### src/sv/lkvc_pkg.sv
package lkvc_pkg;

  localparam int unsigned LKVC_MAX_ENTRIES = 16;
  localparam int unsigned CAP_WIDTH = 5;
  localparam logic [CAP_WIDTH-1:0] CAP_RESET = 5'd16;
  localparam logic signed [31:0] READ_MISS = -32'sd1;

  typedef enum logic {
    OP_GET = 1'b0,
    OP_PUT = 1'b1
  } op_t;

  typedef struct packed {
    op_t                operation;
    logic signed [31:0] key;
    logic signed [31:0] value;
  } req_t;

  typedef struct packed {
    logic               hit;
    logic signed [31:0] read_value;
    logic               evicted;
    logic signed [31:0] evicted_key;
  } rsp_t;

endpackage

### src/sv/lkvc_store.sv
module lkvc_store #(
  parameter int unsigned MAX_ENTRIES = lkvc_pkg::LKVC_MAX_ENTRIES
) (
  input  logic                          clk,
  input  logic                          rst,
  input  logic [lkvc_pkg::CAP_WIDTH-1:0] capacity,
  input  logic                          commit,
  input  lkvc_pkg::req_t                req,
  output lkvc_pkg::rsp_t                rsp
);
  import lkvc_pkg::*;

  localparam int unsigned AW = $clog2(MAX_ENTRIES);
  localparam int unsigned CW = $clog2(MAX_ENTRIES + 1);
  localparam int unsigned EW = (CW > CAP_WIDTH) ? CW : CAP_WIDTH;

  logic [MAX_ENTRIES-1:0] entry_valid, valid_next;
  logic signed [31:0]     entry_key   [MAX_ENTRIES];
  logic signed [31:0]     entry_value [MAX_ENTRIES];
  logic [AW-1:0]          entry_age   [MAX_ENTRIES];
  logic [AW-1:0]          age_next    [MAX_ENTRIES];
  logic [CW-1:0]          entry_count, count_next;

  logic [MAX_ENTRIES-1:0] match;
  logic [MAX_ENTRIES-1:0] victim;
  logic [MAX_ENTRIES-1:0] kept;
  logic [MAX_ENTRIES-1:0] free_slot;
  logic [MAX_ENTRIES-1:0] key_we;
  logic [MAX_ENTRIES-1:0] value_we;
  logic                   hit;
  logic                   evict;
  logic signed [31:0]     found_value;
  logic signed [31:0]     victim_key;
  logic [AW-1:0]          found_age;
  logic [AW-1:0]          oldest_age;
  logic [EW-1:0]          eff_cap;
  logic [EW-1:0]          count_ext;

  // Valid keys are distinct, so at most one entry matches.
  always_comb begin
    for (int i = 0; i < MAX_ENTRIES; i++) begin
      match[i] = entry_valid[i] && (entry_key[i] == req.key);
    end
  end

  assign hit = |match;

  always_comb begin
    found_value = '0;
    found_age   = '0;
    victim_key  = '0;
    for (int i = 0; i < MAX_ENTRIES; i++) begin
      if (match[i]) begin
        found_value = found_value | entry_value[i];
        found_age   = found_age | entry_age[i];
      end
      if (victim[i]) begin
        victim_key = victim_key | entry_key[i];
      end
    end
  end

  // Capacity of zero behaves as one, anything above the store size as the store size.
  always_comb begin
    if (capacity == '0) begin
      eff_cap = EW'(1);
    end else if (EW'(capacity) > EW'(MAX_ENTRIES)) begin
      eff_cap = EW'(MAX_ENTRIES);
    end else begin
      eff_cap = EW'(capacity);
    end
  end

  assign count_ext  = EW'(entry_count);
  assign oldest_age = AW'(entry_count - CW'(1));

  // Ranks of valid entries are always 0..count-1, so the least recent entry is
  // the one whose rank equals count-1.
  always_comb begin
    evict = (req.operation == OP_PUT) && !hit && (count_ext >= eff_cap)
            && (entry_count != '0);
    for (int i = 0; i < MAX_ENTRIES; i++) begin
      victim[i] = evict && entry_valid[i] && (entry_age[i] == oldest_age);
    end
    kept      = entry_valid & ~victim;
    free_slot = ~kept & (kept + MAX_ENTRIES'(1));
  end

  always_comb begin
    valid_next = entry_valid;
    count_next = entry_count;
    key_we     = '0;
    value_we   = '0;
    for (int i = 0; i < MAX_ENTRIES; i++) begin
      age_next[i] = entry_age[i];
    end
    if (req.operation == OP_PUT && !hit) begin
      for (int i = 0; i < MAX_ENTRIES; i++) begin
        if (kept[i]) begin
          age_next[i] = entry_age[i] + AW'(1);
        end
        if (free_slot[i]) begin
          age_next[i] = '0;
        end
      end
      valid_next = kept | free_slot;
      key_we     = free_slot;
      value_we   = free_slot;
      count_next = evict ? entry_count : entry_count + CW'(1);
    end else if (hit) begin
      for (int i = 0; i < MAX_ENTRIES; i++) begin
        if (entry_valid[i] && !match[i] && (entry_age[i] < found_age)) begin
          age_next[i] = entry_age[i] + AW'(1);
        end
        if (match[i]) begin
          age_next[i] = '0;
        end
      end
      if (req.operation == OP_PUT) begin
        value_we = match;
      end
    end
  end

  always_ff @(posedge clk) begin
    if (rst) begin
      entry_valid <= '0;
      entry_count <= '0;
      for (int i = 0; i < MAX_ENTRIES; i++) begin
        entry_age[i] <= '0;
      end
    end else if (commit) begin
      entry_valid <= valid_next;
      entry_count <= count_next;
      for (int i = 0; i < MAX_ENTRIES; i++) begin
        entry_age[i] <= age_next[i];
      end
    end
  end

  always_ff @(posedge clk) begin
    for (int i = 0; i < MAX_ENTRIES; i++) begin
      if (commit && key_we[i]) begin
        entry_key[i] <= req.key;
      end
      if (commit && value_we[i]) begin
        entry_value[i] <= req.value;
      end
    end
  end

  always_comb begin
    rsp.hit         = hit;
    rsp.evicted     = evict;
    rsp.evicted_key = victim_key;
    if (req.operation == OP_GET) begin
      rsp.read_value = hit ? found_value : READ_MISS;
    end else begin
      rsp.read_value = '0;
    end
  end

  a_count_matches_valid: assert property (@(posedge clk) disable iff (rst)
    $countones(entry_valid) == int'(entry_count))
    else $error("entry count disagrees with valid entries");

  a_single_match: assert property (@(posedge clk) disable iff (rst)
    $onehot0(match))
    else $error("key present in more than one entry");

  a_count_bound: assert property (@(posedge clk) disable iff (rst)
    int'(entry_count) <= MAX_ENTRIES)
    else $error("entry count above store size");

  a_evict_single: assert property (@(posedge clk) disable iff (rst)
    evict |-> $onehot(victim))
    else $error("eviction without exactly one least recent entry");

endmodule

### src/sv/lru_key_value_cache.sv
// LRU key-value cache, fully associative.
// Requests arrive on req (req_valid/req_stall) as a get or a put of a 32-bit key
// and value; each request yields exactly one response on rsp (rsp_valid/rsp_stall)
// carrying the hit flag, the read value, and the key of any evicted entry.
// A transaction is taken on a clock edge where valid is high and stall is low.
// The request is registered in req_q, looked up against all entries in parallel
// from that register, and its response is registered in the response register.
// One request per cycle is sustained while rsp_stall is low; the combinational
// lookup and recency update allow that rate.
// When the receiver holds rsp_stall, the response register holds its value and
// the request register fills, after which req_stall is raised.
// The capacity register is written through cfg_valid/cfg_ready/cfg_data
// (always ready) and should be changed only while the cache is idle.
// Synchronous reset empties the store, sets capacity to 16 and clears both
// valid flags; no clearing pass is needed.
module lru_key_value_cache #(
  parameter int unsigned MAX_ENTRIES = lkvc_pkg::LKVC_MAX_ENTRIES
) (
  input  logic                          clk,
  input  logic                          rst,
  input  logic                          req_valid,
  output logic                          req_stall,
  input  lkvc_pkg::req_t                req,
  output logic                          rsp_valid,
  input  logic                          rsp_stall,
  output lkvc_pkg::rsp_t                rsp,
  input  logic                          cfg_valid,
  output logic                          cfg_ready,
  input  logic [lkvc_pkg::CAP_WIDTH-1:0] cfg_data
);
  import lkvc_pkg::*;

  logic [CAP_WIDTH-1:0] capacity;
  req_t                 req_q;
  logic                 req_q_valid;
  logic                 rsp_free;
  logic                 process;
  rsp_t                 rsp_next;

  assign cfg_ready = 1'b1;
  assign rsp_free  = !rsp_valid || !rsp_stall;
  assign process   = req_q_valid && rsp_free;
  assign req_stall = req_q_valid && !rsp_free;

  always_ff @(posedge clk) begin
    if (rst) begin
      capacity <= CAP_RESET;
    end else if (cfg_valid && cfg_ready) begin
      capacity <= cfg_data;
    end
  end

  always_ff @(posedge clk) begin
    if (rst) begin
      req_q_valid <= 1'b0;
    end else if (!req_stall) begin
      req_q_valid <= req_valid;
    end
  end

  always_ff @(posedge clk) begin
    if (req_valid && !req_stall) begin
      req_q <= req;
    end
  end

  lkvc_store #(
    .MAX_ENTRIES(MAX_ENTRIES)
  ) u_store (
    .clk     (clk),
    .rst     (rst),
    .capacity(capacity),
    .commit  (process),
    .req     (req_q),
    .rsp     (rsp_next)
  );

  always_ff @(posedge clk) begin
    if (rst) begin
      rsp_valid <= 1'b0;
    end else if (rsp_free) begin
      rsp_valid <= process;
    end
  end

  always_ff @(posedge clk) begin
    if (process) begin
      rsp <= rsp_next;
    end
  end

endmodule

### config.mk
export PLATFORM = sky130hd
export DESIGN_NAME = lru_key_value_cache
export DESIGN_NICKNAME = d
export VERILOG_FILES = /design/src/sv/lkvc_pkg.sv /design/src/sv/lkvc_store.sv /design/src/sv/lru_key_value_cache.sv
export SDC_FILE = /design/constraint.sdc
export NUM_CORES = 2
export LEC_CHECK = 0
export BUFFER_PORTS_ARGS = -buffer_cell sky130_fd_sc_hd__buf_2
export CORE_ASPECT_RATIO = 0.5
export CORE_MARGIN = 4
export CORE_UTILIZATION = 38
export CTS_BUF_LIST = sky130_fd_sc_hd__clkbuf_16
export CTS_CLUSTER_SIZE = 8
export DETAILED_ROUTE_END_ITERATION = 10
export RECOVER_POWER = 50
export SLEW_MARGIN = 5
export SYNTH_ARGS = -nofsm -noshare
export SYNTH_HDL_FRONTEND = slang
export SYNTH_SLANG_ARGS = --single-unit
### constraint.sdc
create_clock -name clk -period 20.6 [get_ports clk]
set_input_delay 2.06 -clock clk [delete_from_list [all_inputs] [get_ports clk]]
set_output_delay 2.06 -clock clk [all_outputs]
set_load 0.01 [all_outputs]
# After elaboration in Yosys (flattened, before gate mapping)
# Memory sizes are Yosys's and may differ from the RTL's.
# Cells that the tools add are included.
[totals] out_inout_bits=69 ramBits=1088 regBits=159 in_bits=75 n_memories=3
[memory_table] name="u_store.entry_key" depth=16 width=32 rd=16 rd_clocked_by_memory_dff=0 wr=1 line="lkvc_store.sv:18" source="logic signed [31:0] entry_key [MAX_ENTRIES];"
[memory_table] name="u_store.entry_value" depth=16 width=32 rd=16 rd_clocked_by_memory_dff=0 wr=16 line="lkvc_store.sv:19" source="logic signed [31:0] entry_value [MAX_ENTRIES];"
[memory_table] name="u_store.entry_age" depth=16 width=4 rd=16 rd_clocked_by_memory_dff=0 wr=16 line="lkvc_store.sv:20" source="logic [AW-1:0] entry_age [MAX_ENTRIES];"
[classes] n_eq_ne=32 addsub=19 magnitude_cmp=18 bitwise=67 n_reduce_logical=160 mux=251
[op_table] op="32-bit 2-to-1 mux" n=48
[op_table] op="32-bit bitwise OR" n=30
[op_table] op="32-bit equality test" n=16
[op_table] op="32-bit OR reduction" n=15
[op_table] op="4-bit 2-to-1 mux" n=111
[op_table] op="64-bit 2-to-1 mux" n=2
[op_table] op="1-bit logical AND" n=118
[op_table] op="1-bit 2-to-1 mux" n=84
[op_table] op="4-bit by 1-bit adder with 4-bit output, second input constant" n=16
[op_table] op="4-bit equality test" n=16
[op_table] op="4-bit < comparator" n=16
[op_table] op="16-bit 2-to-1 mux" n=4
[op_table] op="4-bit bitwise OR" n=15
[op_table] op="16-bit AND" n=2
[op_table] op="16-bit inverter" n=2
[op_table] op="1-bit logical NOT" n=21
[op_table] op="16-bit by 1-bit adder with 16-bit output, second input constant" n=1
[op_table] op="1-bit bitwise OR" n=16
[op_table] op="16-bit bitwise OR" n=1
[op_table] op="16-bit OR reduction" n=1
[op_table] op="5-bit 2-to-1 mux" n=2
[op_table] op="5-bit by 1-bit adder with 5-bit output, second input constant" n=1
[op_table] op="5-bit >= comparator" n=1
[op_table] op="5-bit greater-than comparator, second input constant" n=1
[op_table] op="other kinds (7)" n=7

# Depth between registers and ports, before layout
# An unclocked memory read counts as a cell.
[depth] ltp_word=41 ltp_mapped=19 ltp_nobuf=15

# Modules after synthesis
# From an unflattened synthesis, not the netlist that was laid out.
[unflattened] cells_unflattened=3839 hier_area_um2=55458.2
[by_module_without_submodules] mod="lkvc_store" n_inst=1 area_per_inst_um2=51254.2 cells_per_inst=3680
[by_module_without_submodules] mod="lru_key_value_cache" n_inst=1 area_per_inst_um2=4204.0 cells_per_inst=159

# Worst setup path after synthesis
# OpenSTA, ideal clock, no wires.
[synth_timing] path_kind="input to register" start="input port rsp_stall" end="memory u_store.entry_value[15][0] (netlist: u_store.entry_value[1][224]) (enable)" t_required_ps=20212 slack_ps=12203 arrival_time_ps=8009 path_stages=8 cell_sequence="nand2_1 > nand2_1 > clkinv_1 > nand2_1 > nor2_1 > nand2_1 > nor4_1 > a21o_1"
[synth_lines] item="start, declared" line="lru_key_value_cache.sv:25" source="input logic rsp_stall,"
[synth_lines] item="end, declared" line="lkvc_store.sv:19"

==> metrics.csv <==
metric,value,unit
Final period util,44.24,%
Filler Cell Count,12461,
Critical-path top delay cell,clkbuf_1,
clk_skew,52.53,ps
Hold Path Class,reg -> reg,
number of flops mapped to enable cells by yosys,1219,
pin count of the biggest net entering global routing,45,
share of cells above drive strength 1,10.40,%
Hold Fails Final Rpt,0,
Clock transition at path regs,60,ps
I/O pin cnt,144,
number of port buffers,142,
Layout area overhead,14.25,%
DR pass1 iterations,9,
"Seq/Total Area, Yosys",68.45,%
"Critical Path, Cell by Cell",clkbuf_1 -> xor2_1 -> nor4_1 -> nand4_1 -> nor3_4 -> buf_4 -> nor4_1 -> and4_1 -> inv_2 -> buf_4 -> o31ai_1 -> nor4_1 -> o21a_2,
failing checks,"capacitance limit, slew limit",
Final TNS setup,0,ps
syn nets,3840,
Nets,4052,
"worst slack, placed",12820,ps
Most used DFF post-synth,edfxtp_1,
setup violators final,0,
Clock Tree Root,clkbuf_16,
PostCTS Resize Cnt,0,
Top Family by Delay on Critical Path,simple AND/OR/NAND/NOR gates,
core area,140900,µm²
Placed Area,57450,µm²
clk buf depth,3,
cell area power density,91.45,nW/µm²
Yosys top cell by area,edfxtp_1,
maxcap violations,37,
Routed WL per cell,32.81,µm
CP Buf/Inv Count,4,
grt ovf,0,
Rel. slew slack,-159.2,%
HPWL after DPL,116400,µm
CTS tree,yes,
Worst Path Required,20970,ps
die boundary width,542.6,µm
CP Max Fanout,42,
critical path launch point type,flop,
endpoint class of the critical path,flop,
multi-input logic area,16210,µm²
Final Util,44.03,%
routed vias/inst,6.137,
Max Fclk,109.7,MHz
clk_lat worst skew,800,ps
Initial Utilization,38.54,%
fin area,62040,µm²
Worst VDD drop,0.00006828,V
H-Tree Level Count,4,
Pleak,20.73,nW
CP max stage delay,1520,ps
Syn Inst Count,3693,
Post-CTS Setup Repair Bufs,0,
fin crit period,9113,ps
via count,35876,
Least-Margin Pin Slew,3889,ps
hold-fix buffers at CTS,0,
RSZ-0062 raised after global routing,false,
FF+latch area,37170,µm²
CTS sink cnt,1247,
first-pass GRT wire length,268200,µm
Final Slew Violations,1245,
Final GP Congestion,0.9994,
gr usage total,25.12,%
initial antenna violation count,3,
CP arrival,9480,ps
fraction of registers with async set/reset,0,%
total wire length,191800,µm
synth unique cells,72,
Ys Warns,0,
DRC viols,0,
post-synth top area share,67.41,%
outcome,"complete, but fails checks",
Crit Path Category,reg -> reg,
vias in the first global route,35175,
Die Span Y,275.3,µm
Routed Antenna Nets,0,
final worst slack,11490,ps
CP most frequent cell,nor4_1,
#FFs+latches synth,1247,
synth top area cells,"edfxtp_1 (67%), xor2_1 (8.8%), a22oi_1 (6.0%)",
CTS Buf Count,174,
Syn Std Cell Area,54300,µm²
die area,149400,µm²
Placement Rows,97,
Mapped Avg Cell Area,14.70,µm²
Starting DRT DRC Count,6299,
[logic make-up (layout without fill, tap and decap cells)]
family | Yosys count | after routing | share of synthesized area [%]
AO/OA/AOI/OAI | 697 | 697 | 9.637
XOR/XNOR | 612 | 612 | 10.13
adder cells (fa/ha/maj) | 72 | 72 | 1.659
buffers and inverters | 263 | 532 | 2.316
flip-flops | 1247 | 1247 | 68.45
multiplexers | 5 | 5 | 0.09218
other | 1 | 4 | 0.006906
AND/OR/NAND/NOR | 796 | 796 | 7.715
[state kept, by name (all words and copies together) (netlist names)]
register / cells
req_q_valid: 1
u_store.entry_key: 512
u_store.count_ext: 5
rsp: 66
capacity: 5
u_store.entry_valid: 16
u_store.entry_value: 512
rsp_valid: 1
req_q: 65
u_store.entry_age: 64
[tightest hold or removal path, cell delays in order, from the launching register on]
cell and delay [ps]:
dfxtp_1 320, nand2_1 50, a21oi_1 50
[metal layers]
metal,share of wire [%],up-vias,global-route usage (%)
li1,-,14914,-
met1,40,18087,34.13
met2,44,2453,38.64
met3,11,420,6.049
met4,4.3,2,10.81
met5,0.0073,-,0
[placed cells by master (no fill, tap or decap), drive strengths merged, types with 8 or more instances in the layout]
cell type / n
edfxtp: 1219
o21a: 10
xnor2: 54
xor2: 548
nor3: 71
a222oi: 64
nor2: 125
and3: 25
inv: 92
ha: 72
nand3: 33
and2: 14
dfxtp: 28
o21ai: 26
buf: 138
a21o: 12
clkinv: 11
and4: 27
nor4: 205
a21oi: 73
clkbuf: 290
nand2: 196
a211oi: 8
nand4: 71
a22oi: 434
xnor3: 9
[Yosys cell counts, types with 6 or more instances]
| master | count |
|---|---|
| a222oi_1 | 64 |
| a311o_1 | 6 |
| xnor2_1 | 54 |
| and3_1 | 25 |
| buf_4 | 17 |
| a211oi_1 | 8 |
| and4_1 | 27 |
| buf_2 | 45 |
| and2_1 | 14 |
| a21o_1 | 12 |
| nor2_1 | 124 |
| a22oi_1 | 434 |
| nand4_1 | 71 |
| inv_1 | 44 |
| nor4_1 | 204 |
| xor2_1 | 548 |
| nand3_1 | 33 |
| nand2_1 | 196 |
| o21ai_0 | 26 |
| xnor3_1 | 9 |
| o21a_1 | 10 |
| dfxtp_1 | 28 |
| a21oi_1 | 73 |
| ha_1 | 72 |
| clkbuf_1 | 109 |
| edfxtp_1 | 1219 |
| a21boi_0 | 6 |
| buf_1 | 26 |
| nor3_1 | 67 |
| buf_6 | 20 |
[area by class of cell]
class / count / area share [%]
Clock inverter: 58 / 0.7019
Inverter: 46 / 0.2803
Tap cell: 1881 / 3.794
Sequential cell: 1247 / 59.91
Antenna cell: 3 / 0.01210
Timing Repair Buffer: 253 / 2.116
Multi-Input combinational cell: 2183 / 26.13
Clock buffer: 175 / 7.059
[final timing paths]
path                                       startpoint                                    end  slack, ps  cells after the start
hold / removal    u_store.entry_valid[8]$_SDFFE_PP0P_    u_store.entry_valid[8]$_SDFFE_PP0P_        470                      2
setup / recovery                  req_q[44]$_DFFE_PP_  u_store.entry_value[0][130]$_DFFE_PP_      11490                     13
setup reg to reg                  req_q[44]$_DFFE_PP_  u_store.entry_value[0][130]$_DFFE_PP_      11490                     13
hold reg to reg   u_store.entry_valid[8]$_SDFFE_PP0P_    u_store.entry_valid[8]$_SDFFE_PP0P_        470                      2
[where the power goes]
group	switching, mW	internal (mW)
sequential	0.0405	2.83
clock	1.07	1.51
combinational	0.160	0.0682
total	1.27	4.40
[metrics by stage]
step	cells	hold WS, ps	total power, mW
6_report	5846	470.9	5.674
5_1_grt	5843	506.9	5.834
4_1_cts	5843	471.6	5.705
3_5_place_dp	5610	464.2	3.140
3_3_place_gp	5610	463.6	3.136
2_1_floorplan	3693	449.6	3.039
Power figures use the tool's default switching activity.
